## src/design/xcpd_pkg.sv

```systemverilog
`default_nettype none
package xcpd_pkg;

  localparam int unsigned BYTE_W   = 8;
  localparam int unsigned VALUE_W  = 16;

  localparam logic [BYTE_W-1:0] START_BYTE = 8'hAA;
  localparam logic [BYTE_W-1:0] MIN_LENGTH = 8'd4;

  // frame positions, counted from the start byte
  localparam logic [BYTE_W-1:0] POS_HUNT    = 8'd0;
  localparam logic [BYTE_W-1:0] POS_LENGTH  = 8'd1;
  localparam logic [BYTE_W-1:0] POS_COMMAND = 8'd2;
  localparam logic [BYTE_W-1:0] POS_HIGH    = 8'd3;
  localparam logic [BYTE_W-1:0] POS_LOW     = 8'd4;

  typedef struct packed {
    logic [VALUE_W-1:0] sample_value;
    logic [BYTE_W-1:0]  command_byte;
    logic [BYTE_W-1:0]  frame_length;
  } frame_data_t;

endpackage
`default_nettype wire

```

## src/design/xor_checked_packet_deframer_unit.sv

```systemverilog
// Deframer for length-prefixed packets with an xor checksum.
// Input stream: one received byte per word on s_tdata. The block hunts for
// start byte 0xaa, reads a length byte (total frame size, 4 to 255, start,
// length and checksum bytes included), then collects the rest of the frame.
// A length below four drops the frame silently and the hunt resumes.
// Output stream: one word per completed frame, carrying the length, the
// command byte (position 2) and the 16-bit value from positions 3 and 4;
// m_tuser flags whether the last byte matched the xor of all earlier bytes.
// Frames with a bad checksum are still delivered.
// The result word appears on m_tvalid in the cycle after the final checksum
// byte is accepted. One input byte per cycle is taken while s_tready is high,
// set by the single registered update of the frame tracker and the output register.
// A stalled receiver holds the output word; s_tready stays high as long as
// the output register is empty or is being emptied in the same cycle, so
// any input byte stalls while a finished frame waits on a stalled receiver.
// Reset (rst, synchronous) returns the block to hunting and empties the
// output register.
`default_nettype none
module xor_checked_packet_deframer_unit
  import xcpd_pkg::*;
(
  input  wire logic        clk,
  input  wire logic        rst,
  input  wire logic        s_tvalid,
  output logic             s_tready,
  input  wire logic [7:0]  s_tdata,   // [7:0] data_byte
  output logic             m_tvalid,
  input  wire logic        m_tready,
  output logic [31:0]      m_tdata,   // [7:0] frame_length, [15:8] command_byte,
                                      // [31:16] sample_value
  output logic [0:0]       m_tuser    // [0] checksum_ok
);

  logic [BYTE_W-1:0] byte_position, byte_position_next;
  logic [BYTE_W-1:0] expected_length, expected_length_next;
  logic [BYTE_W-1:0] running_xor, running_xor_next;
  logic [BYTE_W-1:0] held_command, held_command_next;
  logic [BYTE_W-1:0] held_value_high, held_value_high_next;
  logic [BYTE_W-1:0] held_value_low, held_value_low_next;

  frame_data_t result, result_next;
  logic        result_ok, result_ok_next;
  logic        frame_done;
  logic        accept;
  logic [BYTE_W:0] pos_plus_one;

  assign s_tready = !m_tvalid || m_tready;
  assign accept   = s_tvalid && s_tready;
  assign pos_plus_one = {1'b0, byte_position} + {{BYTE_W{1'b0}}, 1'b1};

  always_comb begin
    byte_position_next   = byte_position;
    expected_length_next = expected_length;
    running_xor_next     = running_xor;
    held_command_next    = held_command;
    held_value_high_next = held_value_high;
    held_value_low_next  = held_value_low;
    frame_done           = 1'b0;

    if (byte_position == POS_HUNT) begin
      if (s_tdata == START_BYTE) begin
        running_xor_next   = s_tdata;
        byte_position_next = POS_LENGTH;
      end
    end else if (byte_position == POS_LENGTH) begin
      if (s_tdata < MIN_LENGTH) begin
        byte_position_next = POS_HUNT;
        running_xor_next   = '0;
      end else begin
        expected_length_next = s_tdata;
        running_xor_next     = running_xor ^ s_tdata;
        held_command_next    = '0;
        held_value_high_next = '0;
        held_value_low_next  = '0;
        byte_position_next   = POS_COMMAND;
      end
    end else begin
      if (byte_position == POS_COMMAND) held_command_next    = s_tdata;
      if (byte_position == POS_HIGH)    held_value_high_next = s_tdata;
      if (byte_position == POS_LOW)     held_value_low_next  = s_tdata;
      // last byte of the frame is the checksum
      if (pos_plus_one >= {1'b0, expected_length}) begin
        frame_done         = 1'b1;
        byte_position_next = POS_HUNT;
        running_xor_next   = '0;
      end else begin
        running_xor_next   = running_xor ^ s_tdata;
        byte_position_next = pos_plus_one[BYTE_W-1:0];
      end
    end

    result_next.frame_length = expected_length;
    result_next.command_byte = held_command_next;
    result_next.sample_value = {held_value_high_next, held_value_low_next};
    result_ok_next           = (s_tdata == running_xor);
  end

  always_ff @(posedge clk) begin
    if (rst) begin
      byte_position   <= POS_HUNT;
      expected_length <= '0;
      running_xor     <= '0;
      held_command    <= '0;
      held_value_high <= '0;
      held_value_low  <= '0;
      m_tvalid        <= 1'b0;
    end else begin
      if (accept) begin
        byte_position   <= byte_position_next;
        expected_length <= expected_length_next;
        running_xor     <= running_xor_next;
        held_command    <= held_command_next;
        held_value_high <= held_value_high_next;
        held_value_low  <= held_value_low_next;
      end
      if (accept && frame_done) begin
        m_tvalid <= 1'b1;
      end else if (m_tready) begin
        m_tvalid <= 1'b0;
      end
    end
  end

  // output payload, loaded only when a frame completes
  always_ff @(posedge clk) begin
    if (accept && frame_done) begin
      result    <= result_next;
      result_ok <= result_ok_next;
    end
  end

  assign m_tdata    = result;
  assign m_tuser[0] = result_ok;

endmodule
`default_nettype wire
```

## config.mk

```make
export PLATFORM = sky130hd
export DESIGN_NAME = xor_checked_packet_deframer_unit
export DESIGN_NICKNAME = d
export VERILOG_FILES = /design/src/design/xcpd_pkg.sv /design/src/design/xor_checked_packet_deframer_unit.sv
export SDC_FILE = /design/constraint.sdc
export NUM_CORES = 1
export LEC_CHECK = 0
export BUFFER_PORTS_ARGS = -buffer_cell sky130_fd_sc_hd__buf_2
export CORE_MARGIN = 4
export CORE_UTILIZATION = 32
export DETAILED_ROUTE_END_ITERATION = 10
export HOLD_SLACK_MARGIN = 0.06
export SLEW_MARGIN = 10
export SYNTH_ARGS = -nofsm -noshare
export SYNTH_HDL_FRONTEND = slang
export SYNTH_SLANG_ARGS = --single-unit
```

## constraint.sdc

```tcl
create_clock -name clk -period 4.8 [get_ports clk]
set_clock_uncertainty 0.05 [all_clocks]
set_input_delay 0.24 -clock clk [delete_from_list [all_inputs] [get_ports clk]]
set_output_delay 0.24 -clock clk [all_outputs]
set_load 0.02 [all_outputs]
```

==> flow_metrics.tcl, run 1 <==
set metrics [dict create \
    cts_resized 0 \
    cts_buffers 9 \
    cts_setup_buffers 0 \
    avgSynthCellArea_um2 10.23 \
    finalSetupViolCount 0 \
    dieArea_mm2 0.01391 \
    status "complete, no violations" \
    drc 0 \
    chipWidth_um 118.0 \
    antenna_found_initial 0 \
    initial_core_util_pct 33.31 \
    final_core_util_pct 38.53 \
    p_leak_nw 1.670 \
    synth_area_mm2 0.003869 \
    critPathKind "reg2reg" \
    place.gp.congestion 0.8485 \
    fin_hold_ws_ns 0.2131 \
    viasPerCell 5.402 \
    ys_ff_latch 82 \
    fin_tns_setup_ns 0 \
    cp.arrival_ns 3.83 \
    ys_types 46 \
    routed_wl_um 9145 \
    drive_gt1_share_pct 17.60 \
    detail-route-antenna-nets 0 \
    h-tree-depth 3 \
    worst_ep_required_time_ns 4.77 \
    worstHoldPathType "in2reg" \
    power_density_mw_per_mm2 361.4 \
    ir_drop_uv 167.8 \
    cp_max_fo 18 \
    dp.cells 536 \
    path_clk_slew_ns 0.06 \
    layout.cells.non_filler 552 \
    rsz0062_at_grt "no" \
    ys.flop_type "dfxtp_1" \
    syn-num-nets 402 \
    hpwl_um 6351 \
    insertion_delay_ns 0.33 \
    finalCriticalPeriod_ns 3.865 \
    grt_overflow 0 \
    final_nets 428 \
    cts_tree "built" \
    core_area_mm2 0.01161 \
    synth_warnings 0 \
    fmax_ghz 0.2587 \
    finalHoldViolations 0 \
    maxCapViolations 0 \
    post_dp_cell_area_mm2 0.004124 \
    first_iter_violations 232 \
    grt_use_total_pct 13.55 \
    synth-edff-count 33 \
    first_pass_iters 4 \
    clk_path_buf_depth 2 \
    grt_max_degree 37 \
    cp-start-kind "register" \
    grt_pass1_vias 2944 \
    die_h_um 118.0 \
    io_buffers 46 \
    synth_seq_area_share_pct 50.97 \
    synthArstFlopShare_pct 0 \
    timing.final.crit_share_pct 80.52 \
    wl_per_cell_um 16.57 \
    cts_root_buf "clkbuf_16" \
    routed-via-count 2982 \
    io_pins 47 \
    fp-row-count 39 \
    syn_inst 378 \
    worstMarginPinSlew_ns 0.9830 \
    cts_sinks 82 \
    antenna_cells 0 \
    finalMaxSlewViolations 0 \
    slew-limit-headroom_pct 34.03 \
    end_kind "register" \
    final_area_mm2 0.004474 \
    postCtsHoldBufs 0 \
    grt_pass1_wl_um 15240 \
    area_growth_pct 15.65 \
]
kinds of logic after synthesis:
logic type	share of synthesized area [%]
AOI/OAI and AO/OA	21.12
and+or+nand+nor	14.33
DFF	50.97
buffers and inverters	5.627
xor gates and xnor gates	4.075
adders and majority gates	3.881
where the power goes:
part / internal [mW] / switching (mW) / leakage [nW]
Combinational: 0.0274 / 0.0694 / 0.804
Sequential: 0.732 / 0.00582 / 0.703
Clock: 0.511 / 0.271 / 0.163
Total: 1.27 / 0.347 / 1.67
path summary, 6_finish.rpt:
check / startpoint / to / slack (ns) / cells after the start
hold / removal: s_tdata[1] / held_value_low[1] / 0.21 / 3
hold reg to reg: expected_length[5] / m_tdata[5] / 0.42 / 0
setup / recovery: byte_position[0] / m_tdata[4] / 0.94 / 11
setup reg to reg: byte_position[0] / m_tdata[4] / 0.94 / 11
cell usage in the layout, fill, tap and decap left out, types with 2 or more instances in the layout:
cell type and count:
nor3_2 2, nor2_1 18, nor3_1 8, edfxtp_1 33, nand3b_1 2, and3_1 11, nand2_1 29, a22oi_1 4
a21o_1 5, nand2b_1 2, xnor2_1 12, a211oi_1 3, a2111oi_2 2, and2_1 5, or3_1 5, nand4_1 5
nand3_1 8, a22o_1 38, nor4b_1 2, bufinv_16 3, ha_1 12, a311oi_1 2, o21ai_0 14, buf_2 46
dfxtp_1 49, o211ai_1 4, xor2_1 6, clkbuf_16 9, a21oi_1 25, a31oi_1 9, inv_1 15
critical path, cell delays in order (launching register included):
cell and delay, ns:
dfxtp_1 0.45, ha_1 0.35, and3_1 0.24, nand3_1 0.14, xnor2_1 0.17, ha_1 0.29
and3_1 0.16, and3_1 0.20, nand2_1 0.15, a211o_1 0.37, inv_1 0.57, buf_4 0.38
cell type report:
cell class              instances  area, µm²
repair buffers                 47      237.7
fillers                      1152       7139
flip-flops and latches         82       1972
inverters                      15      56.30
clock buffers                  10      229.0
well taps                     143      178.9
multi-input cells             249       1685
clock inverters                 6      115.1
metal layers:
metal | track usage [%] | up-vias | share of wire [%]
li1 | - | 1452 | -
met1 | 17.93 | 1435 | 47
met2 | 21.13 | 78 | 46
met3 | 3.316 | 17 | 4.6
met4 | 5.714 | 0 | 2.5
met5 | 0 | - | 0
sequential cells by signal, summed over array words and instances (netlist names):
signal	count
byte_position	8
expected_length	8
held_command	8
held_value_high	8
held_value_low	8
m_tdata	32
m_tuser	1
m_tvalid	1
running_xor	8
stage by stage:
stage | setup slack (ns) | power [mW]
6_report | 0.9351 | 1.617
5_1_grt | 0.6090 | 1.676
4_1_cts | 0.9190 | 1.635
3_5_place_dp | 0.9398 | 0.8492
3_3_place_gp | 1.093 | 0.8479
2_1_floorplan | 1.451 | 0.8197
synth_stat cells (2+ instances only):
library cell,instances,area (µm²)
o21ai_0,14,70.07
edfxtp_1,33,991.0
nor2_1,18,67.56
a2111oi_2,2,30.03
o211ai_1,4,30.03
a21o_1,5,37.54
nand3b_1,2,15.01
and2_1,5,31.28
dfxtp_1,49,980.9
a22oi_1,4,30.03
a31oi_1,9,56.30
nand2_1,29,108.9
nand4_1,5,31.28
xnor2_1,12,105.1
nor4b_1,2,17.52
clkbuf_1,24,90.09
a211oi_1,3,22.52
buf_6,5,56.30
nand2b_1,2,12.51
buf_2,3,15.01
nor3_2,2,20.02
xor2_1,6,52.55
and3_1,11,68.82
nand3_1,8,40.04
inv_1,15,56.30
or3_1,5,31.28
a21oi_1,25,125.1
a311oi_1,2,17.52
nor3_1,8,40.04
nor4_1,2,12.51
ha_1,12,150.1
a22o_1,38,332.8
(Power assumes the default switching activity.)
==> run 2, diff against run 1 <==
==> constraint.sdc (replaced) <==
create_clock -name clk -period 3.55 [get_ports clk]
set_clock_uncertainty 0.05 [all_clocks]
set_input_delay 0.1775 -clock clk [delete_from_list [all_inputs] [get_ports clk]]
set_output_delay 0.1775 -clock clk [all_outputs]
set_load 0.02 [all_outputs]
==> flow_metrics.tcl, run 2 (same netlist as run 1, synthesis figures left out) <==
set metrics [dict create \
    cts_buffers 9 \
    worst_ep_required_time_ns 3.52 \
    cts_sinks 82 \
    largest_reg_flops 32 \
    routed-via-count 2916 \
    end_kind "register" \
    slowest_delay_ns 0.45 \
    worstHoldPathType "in2reg" \
    fp-row-count 39 \
    final_cell_mix "49 x dfxtp_1, 46 x buf_2, 38 x a22o_1" \
    finalHoldViolations 0 \
    grt_pass1_vias 2807 \
    grt_overflow 0 \
    timing.final.crit_share_pct 90.87 \
    grt_pass1_wl_um 14690 \
    postCtsHoldBufs 0 \
    busiest_layer "met2" \
    worstMarginPinSlew_ns 0.9167 \
    cp.arrival_ns 3.19 \
    drc 0 \
    crit_slowest_cell "dfxtp_1" \
    cts_tree "built" \
    first_pass_iters 4 \
    status "complete, no violations" \
    fillCellCount 1129 \
    clk_path_buf_depth 2 \
    power_density_mw_per_mm2 459.0 \
    first_iter_violations 225 \
    grt_use_total_pct 13.08 \
    io_buffers 46 \
    finalSetupViolCount 0 \
    use_met2_pct 20.34 \
    cts_resized 0 \
    wl_per_cell_um 16.30 \
    path_delay_family "simple AND/OR/NAND/NOR gates" \
    insertion_delay_ns 0.33 \
    place.gp.congestion 0.8914 \
    drive_gt1_share_pct 17.96 \
    post_dp_cell_area_mm2 0.004167 \
    fmax_ghz 0.3100 \
    layout.cells.non_filler 555 \
    mostFrequentLayoutCell "dfxtp_1" \
    dp.cells 540 \
    ir_drop_uv 224.3 \
    finalCriticalPeriod_ns 3.226 \
    area_growth_pct 15.30 \
    path_clk_slew_ns 0.06 \
    cp_common_cell "and3_1" \
    io_pins 47 \
    die_h_um 118.0 \
    cp-start-kind "register" \
    rsz0062_at_grt "no" \
    detail-route-antenna-nets 0 \
    use_met1_pct 17.70 \
    finalMaxSlewViolations 0 \
    chipWidth_um 118.0 \
    fin_hold_ws_ns 0.1491 \
    critPathKind "reg2reg" \
    final_nets 432 \
    cts_root_buf "clkbuf_16" \
    core_area_mm2 0.01161 \
    dieArea_mm2 0.01391 \
    final_core_util_pct 38.41 \
    crit_buf_inv 2 \
    routed_wl_um 9044 \
    h-tree-depth 3 \
    grt_max_degree 37 \
    hpwl_um 6198 \
    met3_usage_pct 3.652 \
    crit_chain "ha_1, and3_1, nand3_1, xnor2_1, ha_1, and3_1, and3_1, nand2_1, a211o_1, inv_1, buf_12" \
    initial_core_util_pct 33.31 \
    final_area_mm2 0.004461 \
    viasPerCell 5.254 \
    cts_setup_buffers 0 \
    antenna_found_initial 0 \
    fin_tns_setup_ns 0 \
    cp_max_fo 35 \
    antenna_cells 0 \
    maxCapViolations 0 \
    slew-limit-headroom_pct 38.48 \
    p_leak_nw 1.671 \
]
run 2: cell count changes in the layout (fill, tap and decap cells not counted), sizes merged:
| cell | delta |
|---|---|
| clkinv | +2 |
| bufinv | -2 |
| buf | +4 |
| inv | -1 |
run 2: final timing paths:
| path | end | slack (ns) | depth (start not counted) | start |
|---|---|---|---|---|
| max | m_tdata[3] | 0.32 | 11 | byte_position[0] |
| min | held_value_low[1] | 0.15 | 3 | s_tdata[1] |
| max reg2reg | m_tdata[3] | 0.32 | 11 | byte_position[0] |
| min reg2reg | m_tdata[5] | 0.42 | 0 | expected_length[5] |
run 2: layout make-up:
cell class              count  area, µm²  area share (%)
clock buffers              10      239.0           5.358
flip-flops and latches     82       1972           44.21
multi-input cells         249       1679           37.64
clock inverters             5      55.05           1.234
repair buffers             51      280.3           6.283
inverters                  15      56.30           1.262
well taps                 143      178.9           4.011
run 2: power by group:
group          switching [mW]  internal (mW)
clock                   0.359          0.557
sequential            0.00771          0.990
combinational          0.0937         0.0394
total                   0.461           1.59
run 2: worst min-delay path, stage by stage:
cell and delay, ns:
buf_2 0.17, nand2_1 0.08, a21oi_1 0.05
run 2: layer usage:
metal / up-vias / wire length, µm
met1: 1357 / 4262
met4: 0 / 99
met2: 93 / 4099
met5: - / 0
met3: 10 / 583
li1: 1456 / -
run 2: through the flow:
stage | total power, mW | setup slack, ns
after global routing | 2.124 | 0.1188
final | 2.047 | 0.3243
after global placement | 1.149 | 0.4687
after CTS | 2.067 | 0.3339
after floorplan | 1.108 | 0.2014
after detailed placement | 1.150 | 0.3583
==> run 3, diff against run 2 <==
--- a/config.mk
+++ b/config.mk
@@ -6,7 +6,7 @@
 export NUM_CORES = 1
 export LEC_CHECK = 0
 export BUFFER_PORTS_ARGS = -buffer_cell sky130_fd_sc_hd__buf_2
-export CORE_MARGIN = 4
+export CAP_MARGIN = 20
 export CORE_UTILIZATION = 32
 export DETAILED_ROUTE_END_ITERATION = 10
 export HOLD_SLACK_MARGIN = 0.06
==> constraint.sdc (replaced) <==
create_clock -name clk -period 3.7 [get_ports clk]
set_clock_uncertainty 0.05 [all_clocks]
set_input_delay 0.185 -clock clk [delete_from_list [all_inputs] [get_ports clk]]
set_output_delay 0.185 -clock clk [all_outputs]
set_load 0.02 [all_outputs]
==> flow_metrics.tcl, run 3 (same netlist as run 1, synthesis figures left out) <==
set metrics [dict create \
    power.total_mw 1.950 \
    wl_per_cell_um 16.13 \
    maxCapViolations 0 \
    combPwrFrac_pct 6.6 \
    drive_gt1_share_pct 17.52 \
    antenna_found_initial 0 \
    grt_max_degree 37 \
    first_iter_violations 213 \
    cts_tree "built" \
    largest_reg_flops 32 \
    slew-limit-headroom_pct 35.33 \
    grt_pass1_vias 2868 \
    layout.cells.non_filler 554 \
    p_int_mw 1.508 \
    fmax_ghz 0.3044 \
    initial_core_util_pct 33.31 \
    path_clk_slew_ns 0.06 \
    fin_tns_setup_ns 0 \
    timing.final.crit_share_pct 88.79 \
    netSwitchingPower_mw 0.4418 \
    mostFrequentLayoutCell "dfxtp_1" \
    crit_chain "ha_1, and3_1, nand3_1, xnor2_1, ha_1, and3_1, a21oi_1, and3_1, a211o_1, inv_1, buf_12, a2111oi_2" \
    clk_path_buf_depth 2 \
    cts_root_buf "clkbuf_16" \
    pwr-share-seq_pct 49.1 \
    core_area_mm2 0.01161 \
    chipWidth_um 112.0 \
    finalMaxSlewViolations 0 \
    viasPerCell 5.280 \
    end_kind "register" \
    grt_pass1_wl_um 14790 \
    die_h_um 112.0 \
    routed-via-count 2925 \
    fin_hold_ws_ns 0.1640 \
    insertion_delay_ns 0.34 \
    place.gp.congestion 0.8650 \
    cts_sinks 82 \
    worst_ep_required_time_ns 3.88 \
    area_growth_pct 14.75 \
    finalCriticalPeriod_ns 3.285 \
    cp-start-kind "register" \
    io_buffers 46 \
    status "finished with violations" \
    cp_max_fo 35 \
    critPathKind "reg2reg" \
    fillCellCount 1162 \
    cts_buffers 9 \
    regArea_mm2 0.001972 \
    multiInputGateArea_mm2 0.001679 \
    netSwitchingFraction_pct 22.66 \
    grt_overflow 0 \
    post-place-ws_ns 0.4504 \
    cp.arrival_ns 3.47 \
    first_pass_iters 8 \
    cp_common_cell "and3_1" \
    postCtsHoldBufs 0 \
    io_pins 47 \
    crit_slowest_cell "and3_1" \
    worstHoldPathType "in2reg" \
    fp-row-count 39 \
    final_area_mm2 0.004439 \
    slowest_delay_ns 0.47 \
    ir_drop_uv 167.0 \
    clkPwrFrac_pct 44.3 \
    drc 9 \
    power_density_mw_per_mm2 439.2 \
    finalHoldViolations 0 \
    post_dp_cell_area_mm2 0.004151 \
    p_leak_nw 1.655 \
    finalSetupViolCount 0 \
    cts_setup_buffers 0 \
    hpwl_um 5994 \
    h-tree-depth 3 \
    final_nets 430 \
    cts_resized 0 \
    dieArea_mm2 0.01253 \
    worstMarginPinSlew_ns 0.9636 \
    routed_wl_um 8936 \
    final_core_util_pct 38.22 \
    grt_use_total_pct 15.20 \
    detail-route-antenna-nets 0 \
    rsz0062_at_grt "no" \
    dp.cells 538 \
    violations "design-rule violations" \
    antenna_cells 0 \
    final_cell_mix "49 x dfxtp_1, 46 x buf_2, 38 x a22o_1" \
    setup_ws_ns 0.4148 \
]
==> run 3: changes by cell type in the layout (fill, tap and decap cells not counted), sizes merged <==
cell	delta
buf	-2
clkbuf	+1
clkinv	-1
clkinvlp	+1
==> run 3: layout make-up <==
cell class / instances / area share (%)
multi-input combinational: 249 / 37.82
clock buffer: 11 / 5.242
timing repair buffer: 49 / 5.975
tap: 143 / 4.030
inverter: 15 / 1.268
clock inverter: 5 / 1.240
sequential: 82 / 44.42
==> run 3: metal layers <==
layer  share of wire [%]  vias up  track usage, %
met3                 5.3       13           2.667
li1                    -     1458               -
met4                 2.1        0           8.267
met2                  44       76           23.93
met5                   0        -               0
met1                  48     1378           19.86
==> run 3: power groups by stage <==
stage / clock network (mW) / logic (mW) / registers [mW]
5_1_grt: 0.924 / 0.139 / 0.958
3_5_place_dp: 0 / 0.127 / 0.977
6_report: 0.864 / 0.128 / 0.957
4_1_cts: 0.885 / 0.128 / 0.957
2_1_floorplan: 0 / 0.0773 / 0.986
3_3_place_gp: 0 / 0.127 / 0.976
==> run 3: path summary, 6_finish.rpt <==
check	startpoint	end	slack [ns]	cells past startpoint
worst max-delay path	byte_position[0]	running_xor[3]	0.41	12
worst min-delay path	s_tdata[1]	expected_length[1]	0.16	3
worst max register to register	byte_position[0]	running_xor[3]	0.41	12
worst min register to register	expected_length[6]	m_tdata[6]	0.41	0
==> run 3: worst max-delay path, delay by kind of cell (launching register included) <==
family / cells / cell delay [ns]
AO/OA/AOI/OAI: 3 / 0.62
XOR/XNOR: 1 / 0.16
adder cells (fa/ha/maj): 2 / 0.65
buffers and inverters: 2 / 0.24
flip-flops: 1 / 0.46
AND/OR/NAND/NOR: 4 / 1.00
